===== config.mk =====
export PLATFORM = sky130hd
export DESIGN_NAME = lss_prio
export DESIGN_NICKNAME = d
export VERILOG_FILES = /design/src/hdl/lifo_stack_with_search_top_assert.svh /design/src/hdl/lss_pkg.sv /design/src/hdl/lss_prio.sv
export SDC_FILE = /design/constraint.sdc
export NUM_CORES = 1
export LEC_CHECK = 0
export ABC_AREA = 0
export BUFFER_PORTS_ARGS = -buffer_cell sky130_fd_sc_hd__clkbuf_2
export CAP_MARGIN = 5
export CORE_MARGIN = 2
export CORE_UTILIZATION = 48
export CTS_CLUSTER_DIAMETER = 120
export CTS_CLUSTER_SIZE = 10
export DETAILED_ROUTE_END_ITERATION = 10
export PLACE_DENSITY = 0.8
export SETUP_SLACK_MARGIN = 0.02
export SLEW_MARGIN = 5
export SYNTH_ARGS = -nofsm -noshare
export SYNTH_HDL_FRONTEND = slang
export SYNTH_SLANG_ARGS = --single-unit

===== constraint.sdc =====
create_clock -name clk -period 1.7 [get_ports clk]
set_input_delay 0.34 -clock clk [delete_from_list [all_inputs] [get_ports clk]]
set_output_delay 0.34 -clock clk [all_outputs]
set_load 0.01 [all_outputs]

===== src/hdl/lifo_stack_with_search_top_assert.svh =====
// Assertion macros for the LIFO stack with search.
// Expects clk and arst_n in the scope of each use.
`ifndef LIFO_STACK_WITH_SEARCH_TOP_ASSERT_SVH
`define LIFO_STACK_WITH_SEARCH_TOP_ASSERT_SVH

// same-cycle implication
`define LSS_ASSERT_SAME(label, ante, cons, msg) \
	label: assert property (@(posedge clk) disable iff (!arst_n) (ante) |-> (cons)) \
		else $error(msg);

// next-cycle implication
`define LSS_ASSERT_NEXT(label, ante, cons, msg) \
	label: assert property (@(posedge clk) disable iff (!arst_n) (ante) |=> (cons)) \
		else $error(msg);

`endif


===== src/hdl/lss_pkg.sv =====
// Shared constants, codes and types of the LIFO stack with search.
// No dependencies.
`default_nettype none
package lss_pkg;
	localparam int DEPTH = 64;
	localparam int CNT_W = $clog2(DEPTH + 1);
	localparam int IDX_W = (DEPTH > 1) ? $clog2(DEPTH) : 1;
	localparam int GRP = 8;
	localparam int NGRP = (DEPTH + GRP - 1) / GRP;
	localparam int LOC_W = $clog2(GRP);

	localparam int OP_W = 3;
	localparam int WORD_W = 32;
	localparam int STAT_W = 2;
	localparam int FIDX_W = 6;
	localparam int CAP_W = 7;
	localparam int COUNT_W = 7;

	localparam logic [OP_W-1:0] OP_PUSH = 3'd0;
	localparam logic [OP_W-1:0] OP_POP = 3'd1;
	localparam logic [OP_W-1:0] OP_PEEK = 3'd2;
	localparam logic [OP_W-1:0] OP_CLEAR = 3'd3;
	localparam logic [OP_W-1:0] OP_SEARCH = 3'd4;

	localparam logic [STAT_W-1:0] STAT_OK = 2'd0;
	localparam logic [STAT_W-1:0] STAT_FULL = 2'd1;
	localparam logic [STAT_W-1:0] STAT_EMPTY = 2'd2;
	localparam logic [STAT_W-1:0] STAT_NOTFOUND = 2'd3;

	localparam logic [CAP_W-1:0] CAP_RESET = 7'd64;

	typedef enum logic [1:0] {
		ST_IDLE,
		ST_CMP,
		ST_GRP,
		ST_FIN
	} lss_state_t;

	typedef struct packed {
		logic push;
		logic pop;
		logic cmp;
	} lss_cell_ctrl_t;

	typedef struct packed {
		logic [STAT_W-1:0] status;
		logic signed [WORD_W-1:0] data;
		logic [FIDX_W-1:0] found_index;
		logic [COUNT_W-1:0] count;
		logic empty_res;
		logic full_res;
	} lss_res_t;
endpackage
`default_nettype wire


===== src/hdl/lss_prio.sv =====
// Two-level priority encoder over the cell match flags; the lowest-numbered cell wins.
// Group level is registered, final level is combinational. Depends on lss_pkg.
`default_nettype none
module lss_prio
	import lss_pkg::*;
(
	input  wire logic             clk,
	input  wire logic             en,
	input  wire logic [DEPTH-1:0] match,
	output logic                  hit,
	output logic [IDX_W-1:0]      idx
);
	logic [NGRP-1:0]            grp_hit_q;
	logic [NGRP-1:0][LOC_W-1:0] grp_loc_q;
	logic [NGRP-1:0]            grp_hit_d;
	logic [NGRP-1:0][LOC_W-1:0] grp_loc_d;

	always_comb begin
		grp_hit_d = '0;
		grp_loc_d = '0;
		for (int g = 0; g < NGRP; g++) begin
			for (int k = GRP - 1; k >= 0; k--) begin
				if ((g * GRP + k < DEPTH) && match[g * GRP + k]) begin
					grp_hit_d[g] = 1'b1;
					grp_loc_d[g] = LOC_W'(k);
				end
			end
		end
	end

	always_ff @(posedge clk) begin
		if (en) begin
			grp_hit_q <= grp_hit_d;
			grp_loc_q <= grp_loc_d;
		end
	end

	always_comb begin
		hit = 1'b0;
		idx = '0;
		for (int g = NGRP - 1; g >= 0; g--) begin
			if (grp_hit_q[g]) begin
				hit = 1'b1;
				idx = IDX_W'(g * GRP + int'(grp_loc_q[g]));
			end
		end
	end
endmodule
`default_nettype wire


==> flow_summary.json <==
{
  "synth_top_cell_by_area": "edfxtp_1",
  "cts_tree": "yes",
  "die_area_sq_mm": 0.00423,
  "worst_pin_slew_ns": 0.420,
  "yosysSeqAreaShare_pct": 53.8,
  "setup_slack_ns": -0.409,
  "async_flop_share_pct": 0,
  "worstPathRequired_ns": 1.36,
  "drt-initial-drc-count": 74,
  "area_growth_pct": 35.2,
  "ir_drop_v": 0.000291,
  "dr_total_vias": 1668,
  "wl_per_cell_um": 11.7,
  "synth_warnings": 0,
  "p_leak_nw": 1.04,
  "synth.top_cells.by_count": "32 x edfxtp_1, 25 x nor3_1, 20 x inv_1",
  "fp-row-count": 22,
  "initial_core_util_pct": 49.5,
  "synth_ff_type": "edfxtp_1",
  "track_usage_pct": 19.2,
  "pwr-share-clk_pct": 29.6,
  "clock-root-buffer": "clkbuf_8",
  "post-route-period-util_pct": 124,
  "drv_cap": 0,
  "fin_area_sq_mm": 0.00242,
  "totalWireLength_um": 3760,
  "instances_no_fill": 321,
  "grt_antenna_before_repair": 0,
  "grt_pass1_vias": 1548,
  "crit_arrival_ns": 1.77,
  "cp_max_fo": 3,
  "setup_viol": 7,
  "clkTransAtPathRegs_ns": 0.06,
  "synth_edf_count": 32,
  "grt_max_degree": 33,
  "fin_nets": 338,
  "antenna_cells": 0,
  "die_h_um": 65.0,
  "status": "complete, but fails checks",
  "fin_util_pct": 67.0,
  "final_antenna_net_count": 0,
  "overflow": 0,
  "clock.fmax_mhz": 474,
  "ys_top_cells_by_area": "edfxtp_1 54%, nor3_1 7.0%, nor4_1 5.6%",
  "crit_path_end_kind": "output pin",
  "synth_fp_nets": 249,
  "port_buffers": 72,
  "grt_first_pass_wirelength_um": 6040,
  "synth_area_per_cell_sq_um": 9.76,
  "drive_gt1_share_pct": 36.6,
  "yosysMostFrequentCell": "edfxtp_1",
  "design.core.area_sq_mm": 0.00361,
  "hpwlAfterDp_um": 3040,
  "synth_top_area_share_pct": 53.8,
  "fin_crit_ns": 2.11,
  "cp_slowest_cell": "or4_1",
  "critPathLaunchType": "flip-flop",
  "path_class": "reg2out",
  "crit_family": "simple AND/OR/NAND/NOR gates",
  "drc": 0,
  "cpPeakStageDelay_ns": 0.49,
  "die_x_um": 65.0,
  "power_frac_seq_pct": 53.3,
  "power_density_mw_per_mm2": 742,
  "dp_cells": 311,
  "synthCells": 183,
  "first_pass_iters": 4,
  "slew_viol_final": 0,
  "violations": "negative setup slack",
  "crit_buf_inv": 1,
  "gp_congestion": 0.725,
  "syn_area_sq_mm": 0.00179,
  "cts_hold_buf": 0,
  "relSlewSlack_pct": 71.8,
  "path_cells": "or2b_4 -> o22ai_1 -> or4_1 -> a31oi_2 -> buf_2",
  "p_sw_mw": 0.426,
  "cts_sinks": 32,
  "synth.distinct_cells": 26,
  "viasPerCell": 5.20,
  "htree_levels": 2,
  "ys_ff_latch": 32,
  "p_int_mw": 1.37,
  "cts_max_path_buffers": 2,
  "cts_inserted_buffers": 5,
  "hp-class": "in2reg",
  "pwr-share-comb_pct": 17.0,
  "io_pins": 73,
  "switching_share_pct": 23.8,
  "rsz0062_at_grt": "yes",
  "hold_viol_final": 0,
  "dpl-instance-area_sq_mm": 0.00228
}
==> layout by cell type (no fill, tap or decap), drive strengths merged <==
cell and instances:
nor4 16, o21ai 2, a211o 1, and2 1, a21oi 18, a31oi 2
o21bai 8, a22oi 3, nand2b 8, o22ai 3, or2b 1, o211ai 1
nand3 1, o221ai 1, or4 2, and2b 1, clkinv 1, nand2 11
inv 20, edfxtp 32, a221oi 3, nor3 25, nor2 12, or2 1
nor2b 9, buf 13, clkbuf 76, o221a 1
==> power groups by stage <==
stage          clock network, mW  registers, mW  logic, mW
6_report                   0.531          0.956      0.306
5_1_grt                    0.576          0.961      0.341
4_1_cts                    0.544          0.957      0.304
3_5_place_dp                   0          0.972      0.289
3_3_place_gp                   0          0.971      0.280
2_1_floorplan                  0          0.964      0.122
==> cell type report <==
cell class / count / area [sq um]
Multi-Input combinational cell: 131 / 801
Timing Repair Buffer: 82 / 439
Tap cell: 48 / 60.1
Fill cell: 298 / 1190
Inverter: 20 / 75.1
Sequential cell: 32 / 961
Clock buffer: 7 / 76.3
Clock inverter: 1 / 3.75
==> metrics by stage <==
stage                     worst slack (ns)  total power, mW  setup TNS (ns)  hold slack [ns]
after floorplan                     0.0381             1.09               0            0.452
after global placement             -0.0744             1.25          -0.148            0.646
after detailed placement            -0.112             1.26          -0.198            0.655
after CTS                           -0.403             1.80           -1.65            0.357
after global routing                -0.463             1.88           -2.12            0.363
final                               -0.409             1.79           -1.67            0.365
==> worst paths after layout <==
path	start	endpoint	cells after the start
min	match[48]	grp_loc_q[18]$_SDFFCE_PP0P_	2
max	grp_hit_q[5]$_SDFFCE_PP1P_	idx[2]	5
==> repair_timing <==
item                       CTS  global route
setup endpoints to repair    7             7
buffers inserted             2             0
pin swaps                    6             4
gates resized for setup     10             5
==> state kept, by name, summed over array words and instances, names as in the netlist <==
| name | count |
|---|---|
| grp_loc_q | 24 |
| grp_hit_q | 8 |
==> per-layer routing <==
layer | up-vias | share of wire (%) | global-route usage (%) | wire [um]
li1 | 871 | - | - | -
met1 | 730 | 42 | 20.8 | 1580
met2 | 56 | 49 | 33.6 | 1840
met3 | 11 | 6.0 | 5.21 | 225
met4 | 0 | 3.2 | 10.9 | 121
met5 | - | 0 | 0 | 0
==> logic make-up (layout without fill, tap and decap cells) <==
logic type	Yosys count	in the layout	synth area share (%)
DFF	32	32	53.8
AOI/OAI and AO/OA	43	43	15.5
and+or+nand+nor	88	88	26.5
buffers and inverters	20	110	4.20
No activity file was read; power rests on OpenSTA's default activity.
