===== src/hdl/lifo_stack_with_search_top_assert.svh =====
// Assertion macros for the LIFO stack with search.
// Expects clk and arst_n in the scope of each use.
`ifndef LIFO_STACK_WITH_SEARCH_TOP_ASSERT_SVH
`define LIFO_STACK_WITH_SEARCH_TOP_ASSERT_SVH

// same-cycle implication
`define LSS_ASSERT_SAME(label, ante, cons, msg) \
	label: assert property (@(posedge clk) disable iff (!arst_n) (ante) |-> (cons)) \
		else $error(msg);

// next-cycle implication
`define LSS_ASSERT_NEXT(label, ante, cons, msg) \
	label: assert property (@(posedge clk) disable iff (!arst_n) (ante) |=> (cons)) \
		else $error(msg);

`endif


===== src/hdl/lss_pkg.sv =====
// Shared constants, codes and types of the LIFO stack with search.
// No dependencies.
`default_nettype none
package lss_pkg;
	localparam int DEPTH = 64;
	localparam int CNT_W = $clog2(DEPTH + 1);
	localparam int IDX_W = (DEPTH > 1) ? $clog2(DEPTH) : 1;
	localparam int GRP = 8;
	localparam int NGRP = (DEPTH + GRP - 1) / GRP;
	localparam int LOC_W = $clog2(GRP);

	localparam int OP_W = 3;
	localparam int WORD_W = 32;
	localparam int STAT_W = 2;
	localparam int FIDX_W = 6;
	localparam int CAP_W = 7;
	localparam int COUNT_W = 7;

	localparam logic [OP_W-1:0] OP_PUSH = 3'd0;
	localparam logic [OP_W-1:0] OP_POP = 3'd1;
	localparam logic [OP_W-1:0] OP_PEEK = 3'd2;
	localparam logic [OP_W-1:0] OP_CLEAR = 3'd3;
	localparam logic [OP_W-1:0] OP_SEARCH = 3'd4;

	localparam logic [STAT_W-1:0] STAT_OK = 2'd0;
	localparam logic [STAT_W-1:0] STAT_FULL = 2'd1;
	localparam logic [STAT_W-1:0] STAT_EMPTY = 2'd2;
	localparam logic [STAT_W-1:0] STAT_NOTFOUND = 2'd3;

	localparam logic [CAP_W-1:0] CAP_RESET = 7'd64;

	typedef enum logic [1:0] {
		ST_IDLE,
		ST_CMP,
		ST_GRP,
		ST_FIN
	} lss_state_t;

	typedef struct packed {
		logic push;
		logic pop;
		logic cmp;
	} lss_cell_ctrl_t;

	typedef struct packed {
		logic [STAT_W-1:0] status;
		logic signed [WORD_W-1:0] data;
		logic [FIDX_W-1:0] found_index;
		logic [COUNT_W-1:0] count;
		logic empty_res;
		logic full_res;
	} lss_res_t;
endpackage
`default_nettype wire


===== src/hdl/lss_cell.sv =====
// One stack cell: holds a word, shifts with its neighbors, compares to the key.
// Depends on lss_pkg.
`default_nettype none
module lss_cell
	import lss_pkg::*;
(
	input  wire logic                     clk,
	input  wire lss_cell_ctrl_t           ctrl,
	input  wire logic signed [WORD_W-1:0] above,
	input  wire logic signed [WORD_W-1:0] below,
	input  wire logic signed [WORD_W-1:0] key,
	input  wire logic                     active,
	output logic signed [WORD_W-1:0]      word_q,
	output logic                          match_q
);
	always_ff @(posedge clk) begin
		if (ctrl.push) begin
			word_q <= above;
		end else if (ctrl.pop) begin
			word_q <= below;
		end
		if (ctrl.cmp) begin
			match_q <= active && (word_q == key);
		end
	end
endmodule
`default_nettype wire


===== config.mk =====
export PLATFORM = sky130hd
export DESIGN_NAME = lss_cell
export DESIGN_NICKNAME = d
export VERILOG_FILES = /design/src/hdl/lifo_stack_with_search_top_assert.svh /design/src/hdl/lss_pkg.sv /design/src/hdl/lss_cell.sv
export SDC_FILE = /design/constraint.sdc
export NUM_CORES = 1
export LEC_CHECK = 0
export BUFFER_PORTS_ARGS = -buffer_cell sky130_fd_sc_hd__buf_2
export CORE_MARGIN = 4
export CORE_UTILIZATION = 38
export DETAILED_ROUTE_END_ITERATION = 16
export PLACE_DENSITY = 0.77
export SETUP_SLACK_MARGIN = 0.2
export SLEW_MARGIN = 20
export SYNTH_ARGS = -nofsm -noshare
export SYNTH_HDL_FRONTEND = slang
export SYNTH_SLANG_ARGS = --single-unit

===== constraint.sdc =====
create_clock -name clk -period 3.85 [get_ports clk]
set_clock_uncertainty 0.1 [all_clocks]
set_input_delay 0.77 -clock clk [delete_from_list [all_inputs] [get_ports clk]]
set_output_delay 0.77 -clock clk [all_outputs]
set_load 0.01 [all_outputs]

==> results of run 1 <==
## Yosys cell counts, drive strengths merged
cell type	n	share of area, %
or2	1	0.36
nand3	2	0.58
xor2	31	16
nand4	1	0.36
nor3	2	0.87
buf	4	1.2
mux2	32	21
xnor2	1	0.51
nor4	7	2.5
edfxtp	33	57
## power groups by stage
stage	logic (mW)	registers, mW	clock network (mW)
after global placement	0.195	0.474	0
after global routing	0.215	0.471	0.278
final	0.194	0.467	0.248
after floorplan	0.0743	0.493	0
after detailed placement	0.197	0.475	0
after CTS	0.198	0.468	0.259
## cell usage in the layout (no fill, tap or decap), types with 2 or more instances in the layout
| cell type | count |
|---|---|
| buf_2 | 133 |
| clkbuf_8 | 5 |
| clkinv_2 | 2 |
| edfxtp_1 | 33 |
| mux2_2 | 32 |
| nand3_1 | 2 |
| nor4_1 | 7 |
| xor2_1 | 31 |
## sequential cells by signal, summed over array words and instances, names as in the netlist
| register | flops |
|---|---|
| word_q | 32 |
| match_q | 1 |
## final cells by class
cell class	instances	area (sq um)	area share (%)
sequential	33	991	39.1
multi-input combinational	77	722	28.5
timing repair buffer	134	673	26.6
clock buffer	6	72.6	2.86
tap	52	65.1	2.57
clock inverter	2	10.0	0.395
## routing by layer
metal / wire, um / GRT usage (%) / share of wire (%) / vias up
met5: 0 / 0 / 0 / -
met4: 44 / 5.24 / 1.0 / 0
met3: 608 / 7.39 / 14 / 4
met2: 2080 / 24.5 / 47 / 86
met1: 1660 / 18.3 / 38 / 599
li1: - / - / - / 700
## kinds of logic after synthesis
kind of cell | synth area share, %
DFF | 57.2
buffers and inverters | 1.16
xor gates and xnor gates | 16.2
muxes | 20.8
and+or+nand+nor | 4.69
## final timing paths
path / endpoint / cells after the start
setup / recovery: word_q[22] / 2
hold / removal: match_q / 1
setup reg to reg: match_q / 4
hold reg to reg: match_q / 3
## metrics by stage
| stage | utilization (%) | hold WS (ns) |
|---|---|---|
| 2_1_floorplan | - | 0.654 |
| 3_3_place_gp | 55.9 | 0.684 |
| 3_5_place_dp | 55.9 | 0.676 |
| 4_1_cts | 57.8 | 0.577 |
| 5_1_grt | 57.8 | 0.571 |
| 6_report | 57.8 | 0.591 |
==> results.py, run 1 <==
metrics = {
    "timing": {
        "worstMarginPinSlew_ns": 0.772,
        "setup_viol": 0,
        "max_freq_mhz": 522,
        "rsz0062_at_grt": "false",
        "setup_slack_ns": 1.93,
        "relSlewSlack_pct": 48.5,
        "final.setup.tns_ns": 0,
        "hold_violations": 0,
        "fin_crit_sh_pct": 49.8,
        "slew_viol_final": 0,
        "period_needed_ns": 1.92,
    },
    "critical_path": {
        "crit_type": "input pin to flop",
        "cp.required_ns": 3.66,
        "cp_cell_sequence": "buf_2, or2_2",
        "worst-path-buf-inv": 1,
        "path_max_fanout": 32,
        "r2r_setup_slack_ns": 2.28,
        "cp_slowest_cell": "or2_2",
        "startpoint": "ctrl[2]",
        "slowest_delay_ns": 0.68,
        "worst_ep_arrival_time_ns": 1.73,
        "reg2reg_from": "word_q[4]",
        "critical_path.startpoint_type": "input pin",
        "cp-end-kind": "flop",
        "crit_family": "simple AND/OR/NAND/NOR gates",
    },
    "floorplanning": {
        "rows": 24,
        "pin_count": 134,
        "die_y_um": 75.5,
        "fp.dieW_um": 75.5,
        "die_area_sq_mm": 0.00570,
        "initial_utilization_pct": 39.5,
        "core-area_sq_mm": 0.00438,
    },
    "route": {
        "route.detailed.drc": 0,
        "vias": 1389,
        "antenna_left": 0,
        "post_drt_via_cell_ratio": 4.57,
        "wl_per_cell_um": 14.4,
        "drtPass1Iterations": 3,
        "wl_um": 4390,
        "drt_iter0_drc": 65,
    },
    "clock_tree": {
        "clock_latency_ns": 0.28,
        "htreeDepth": 2,
        "cts_tree": "yes",
        "root_buffer": "clkbuf_8",
        "cts_hold_buffers": 0,
        "clk_path_buf_depth": 2,
        "cts_setup_buffers": 0,
        "cts_resized": 0,
        "cts_buffers": 5,
        "clkSlewWorstSetupHoldPaths_ns": 0.07,
        "cts.sinks": 33,
    },
    "pwr": {
        "ir_drop_uv": 225,
        "p_total_mw": 0.909,
        "switching_share_pct": 25.7,
        "p_int_mw": 0.675,
        "combPwrFrac_pct": 21.4,
        "p_clk_share_pct": 27.3,
        "p_per_area_mw_per_mm2": 359,
        "switching_power_mw": 0.234,
        "seq_power_share_pct": 51.4,
        "p_leak_nw": 1.18,
    },
    "global_route": {
        "grt_pass1_vias": 1366,
        "antenna_found_initial": 0,
        "track_usage_pct": 15.4,
        "grt_pass1_wl_um": 6270,
        "grt-ovfl-total": 0,
        "grt_max_degree": 33,
    },
    "placed_design": {
        "place_area_sq_mm": 0.00245,
        "hpwl_um": 3570,
        "post-place-cells": 296,
        "portBuffers": 133,
        "place_ws_ns": 1.62,
        "gp_congestion": 0.716,
    },
    "layout": {
        "final_cells": 304,
        "nets": 352,
        "antenna_cells": 0,
        "fillers": 384,
        "area_growth_pct": 46.2,
        "fin_area_sq_mm": 0.00253,
        "drive_gt1_share_pct": 69.4,
    },
    "synth": {
        "synth-seq-area-share_pct": 57.2,
        "synth_area_sq_mm": 0.00173,
        "syn_inst": 114,
        "ys_warn_count": 0,
        "synth_seq_cells": 33,
        "synth_fp_nets": 215,
        "synth_area_per_cell_sq_um": 15.2,
        "synth_cell_types": 11,
    },
    "worst_hold_path": {
        "hp-class": "input pin to flop",
        "worstHoldStart": "ctrl[0]",
    },
    "run": {
        "drv_cap": 0,
    },
    "run_status": {
        "outcome": "finished clean",
    },
}
(Power assumes the default switching activity.)
==> inputs of run 2 (changes only) <==
--- a/config.mk
+++ b/config.mk
@@ -5,6 +5,7 @@
 export SDC_FILE = /design/constraint.sdc
 export NUM_CORES = 1
 export LEC_CHECK = 0
+export ABC_AREA = 1
 export BUFFER_PORTS_ARGS = -buffer_cell sky130_fd_sc_hd__buf_2
 export CORE_MARGIN = 4
 export CORE_UTILIZATION = 38
==> constraint.sdc (replaced) <==
create_clock -name clk -period 1.7 [get_ports clk]
set_clock_uncertainty 0.1 [all_clocks]
set_input_delay 0.34 -clock clk [delete_from_list [all_inputs] [get_ports clk]]
set_output_delay 0.34 -clock clk [all_outputs]
set_load 0.01 [all_outputs]
==> run 2 against run 1 <==
Net effect:
- cell area rose by 10%
- critical path depth fell by 1
- wire length rose by 19%
- flip-flop and latch count did not move
- non-clock buffer count did not move
- critical path type is now flop to output port
==> results.py, run 2 <==
metrics = {
    "pwr": {
        "p_clk_share_pct": 25.3,
        "p_int_mw": 1.51,
        "seq_power_share_pct": 50.7,
        "switching_share_pct": 27.8,
        "ir_drop_uv": 408,
        "p_total_mw": 2.09,
        "combPwrFrac_pct": 24.0,
        "switching_power_mw": 0.583,
        "p_leak_nw": 1.63,
        "p_per_area_mw_per_mm2": 751,
    },
    "synth": {
        "synth_cell_types": 16,
        "ys_top_cells_by_count": "nand2_1, inv_1, edfxtp_1",
        "synth.largest_area_cell": "edfxtp_1",
        "ys_warn_count": 0,
        "synthFlopType": "edfxtp_1",
        "synth_fp_nets": 379,
        "synth.most_common_cell": "nand2_1",
        "async_flop_share_pct": 0,
        "ys_top_cells_by_area": "edfxtp_1, nand2_1, inv_1, nor2_1, buf_2",
        "synth_area_per_cell_sq_um": 7.15,
        "synth-seq-area-share_pct": 49.8,
        "syn_inst": 278,
        "synth_seq_cells": 33,
        "synth_area_sq_mm": 0.00199,
        "synth_top_area_share_pct": 49.8,
        "synth_edf_count": 33,
    },
    "layout": {
        "mostFrequentLayoutCells": "nand2_1, buf_2, inv_1, edfxtp_1, nor2_1",
        "antenna_cells": 0,
        "largest_reg_flops": 32,
        "nets": 513,
        "post-route-util_pct": 55.0,
        "final_common_cell": "nand2_1",
        "fillers": 487,
        "area_growth_pct": 40.3,
        "regMostFlops": "word_q",
        "reg.largest.list": "word_q x32, match_q x1",
        "final_cells": 482,
        "drive_gt1_share_pct": 35.0,
    },
    "global_route": {
        "antenna_found_initial": 0,
        "grt_pass1_vias": 1908,
        "grt_pass1_wl_um": 8130,
        "track_usage_pct": 16.2,
        "grt-ovfl-total": 0,
        "grt_max_degree": 34,
    },
    "route": {
        "post_drt_via_cell_ratio": 4.23,
        "route.detailed.drc": 0,
        "drtPass1Iterations": 4,
        "antenna_left": 0,
        "vias": 2039,
        "drt_iter0_drc": 65,
        "wl_per_cell_um": 10.9,
        "wl_um": 5240,
    },
    "clock_tree": {
        "cts_tree": "yes",
        "clkSlewWorstSetupHoldPaths_ns": 0.07,
        "cts_resized": 0,
        "cts_hold_buffers": 0,
        "cts_setup_buffers": 0,
        "root_buffer": "clkbuf_8",
        "htreeDepth": 2,
        "cts.sinks": 33,
        "cts_buffers": 5,
        "clk_path_buf_depth": 2,
        "clock_latency_ns": 0.27,
    },
    "floorplanning": {
        "die_y_um": 80.3,
        "fp.dieW_um": 80.3,
        "pin_count": 134,
        "core-area_sq_mm": 0.00507,
        "rows": 26,
        "die_area_sq_mm": 0.00645,
        "initial_utilization_pct": 39.2,
    },
    "placed_design": {
        "gp_congestion": 0.759,
        "hpwl_um": 4360,
        "portBuffers": 133,
        "post-place-cells": 475,
    },
    "timing": {
        "worstMarginPinSlew_ns": 0.739,
        "slew_viol_final": 0,
        "relSlewSlack_pct": 50.8,
        "period_needed_ns": 1.31,
        "setup_viol": 0,
        "fin_crit_sh_pct": 77.1,
        "hold_violations": 0,
        "rsz0062_at_grt": "false",
        "final.setup.tns_ns": 0,
        "max_freq_mhz": 763,
    },
    "run_status": {
        "outcome": "finished clean",
    },
    "run": {
        "drv_cap": 0,
    },
    "critical_path": {
        "crit_type": "flop to output port",
        "cp.required_ns": 1.26,
        "worst-path-buf-inv": 1,
        "path_max_fanout": 3,
        "cp_slowest_cell": "edfxtp_1",
        "rr_worst_depth": 7,
        "r2r_end": "match_q",
        "r2r_setup_slack_ns": 0.41,
        "worst_ep_arrival_time_ns": 0.87,
        "reg2reg_from": "word_q[17]",
        "crit_family": "flip-flops",
        "critical_path.startpoint_type": "flop",
        "slowest_delay_ns": 0.43,
        "cp_cell_sequence": "buf_2",
        "cp-end-kind": "output port",
    },
    "worst_hold_path": {
        "worstHoldStart": "ctrl[0]",
        "hold_path_depth": 1,
        "hold_end": "match_q",
        "hp-class": "input pin to flop",
    },
}
-- run 2: power by group through the flow --
| stage | logic [mW] | clock network (mW) | registers (mW) |
|---|---|---|---|
| floorplan | 0.217 | 0 | 1.12 |
| global placement | 0.500 | 0 | 1.08 |
| detailed placement | 0.512 | 0 | 1.08 |
| CTS | 0.512 | 0.544 | 1.06 |
| global route | 0.572 | 0.581 | 1.08 |
| finish | 0.503 | 0.530 | 1.06 |
-- run 2: worst max path at each step --
stage | startpoint | to | cells after the start
after global routing | word_q[19] | match_q | 7
after detailed placement | ctrl[2] | word_q[13] | 5
final | word_q[14] | word_q[14] | 1
after CTS | word_q[10] | match_q | 7
after global placement | ctrl[2] | word_q[3] | 5
after floorplan | ctrl[2] | word_q[0] | 2
-- run 2: area by class of cell --
type / count / area (sq um) / area share [%]
clock buffers: 6 / 72.6 / 2.60
clock inverters: 1 / 3.75 / 0.135
inverters: 41 / 154 / 5.52
multi-input cells: 197 / 808 / 29.0
flip-flops and latches: 33 / 991 / 35.5
well taps: 70 / 87.6 / 3.14
repair buffers: 134 / 673 / 24.1
-- run 2: routing by layer --
layer  vias up  wire length [um]  track usage, %
li1       1100                 -               -
met1       870              2040            17.2
met2        67              2860            32.0
met3         2               314            3.25
met4         0                24            3.72
met5         -                 0               0
-- run 2: worst register-to-register path, stage by stage, from the launching register on --
cell and delay [ns]:
edfxtp_1 0.43, nand2_1 0.09, nand2_1 0.05, nor2_1 0.15, nand2_1 0.08, nor2_1 0.09, nand3_1 0.08, nor2_1 0.08
-- run 2: kinds of logic (layout without fill, tap and decap cells) --
kind of cell	Yosys count	after routing	share of synthesized area (%)
flip-flops	33	33	49.8
XOR/XNOR	7	7	3.08
AND/OR/NAND/NOR	181	181	35.1
AO/OA/AOI/OAI	9	9	2.52
buffers and inverters	48	182	9.50
-- run 2: through the flow --
stage | setup WS, ns | hold WS [ns] | cell area (sq um)
final | 0.389 | 0.167 | 2790
after global routing | 0.266 | 0.154 | 2790
after CTS | 0.368 | 0.158 | 2790
after detailed placement | 0.0824 | 0.445 | 2710
after global placement | 0.133 | 0.439 | 2710
after floorplan | 0.276 | 0.352 | 1990
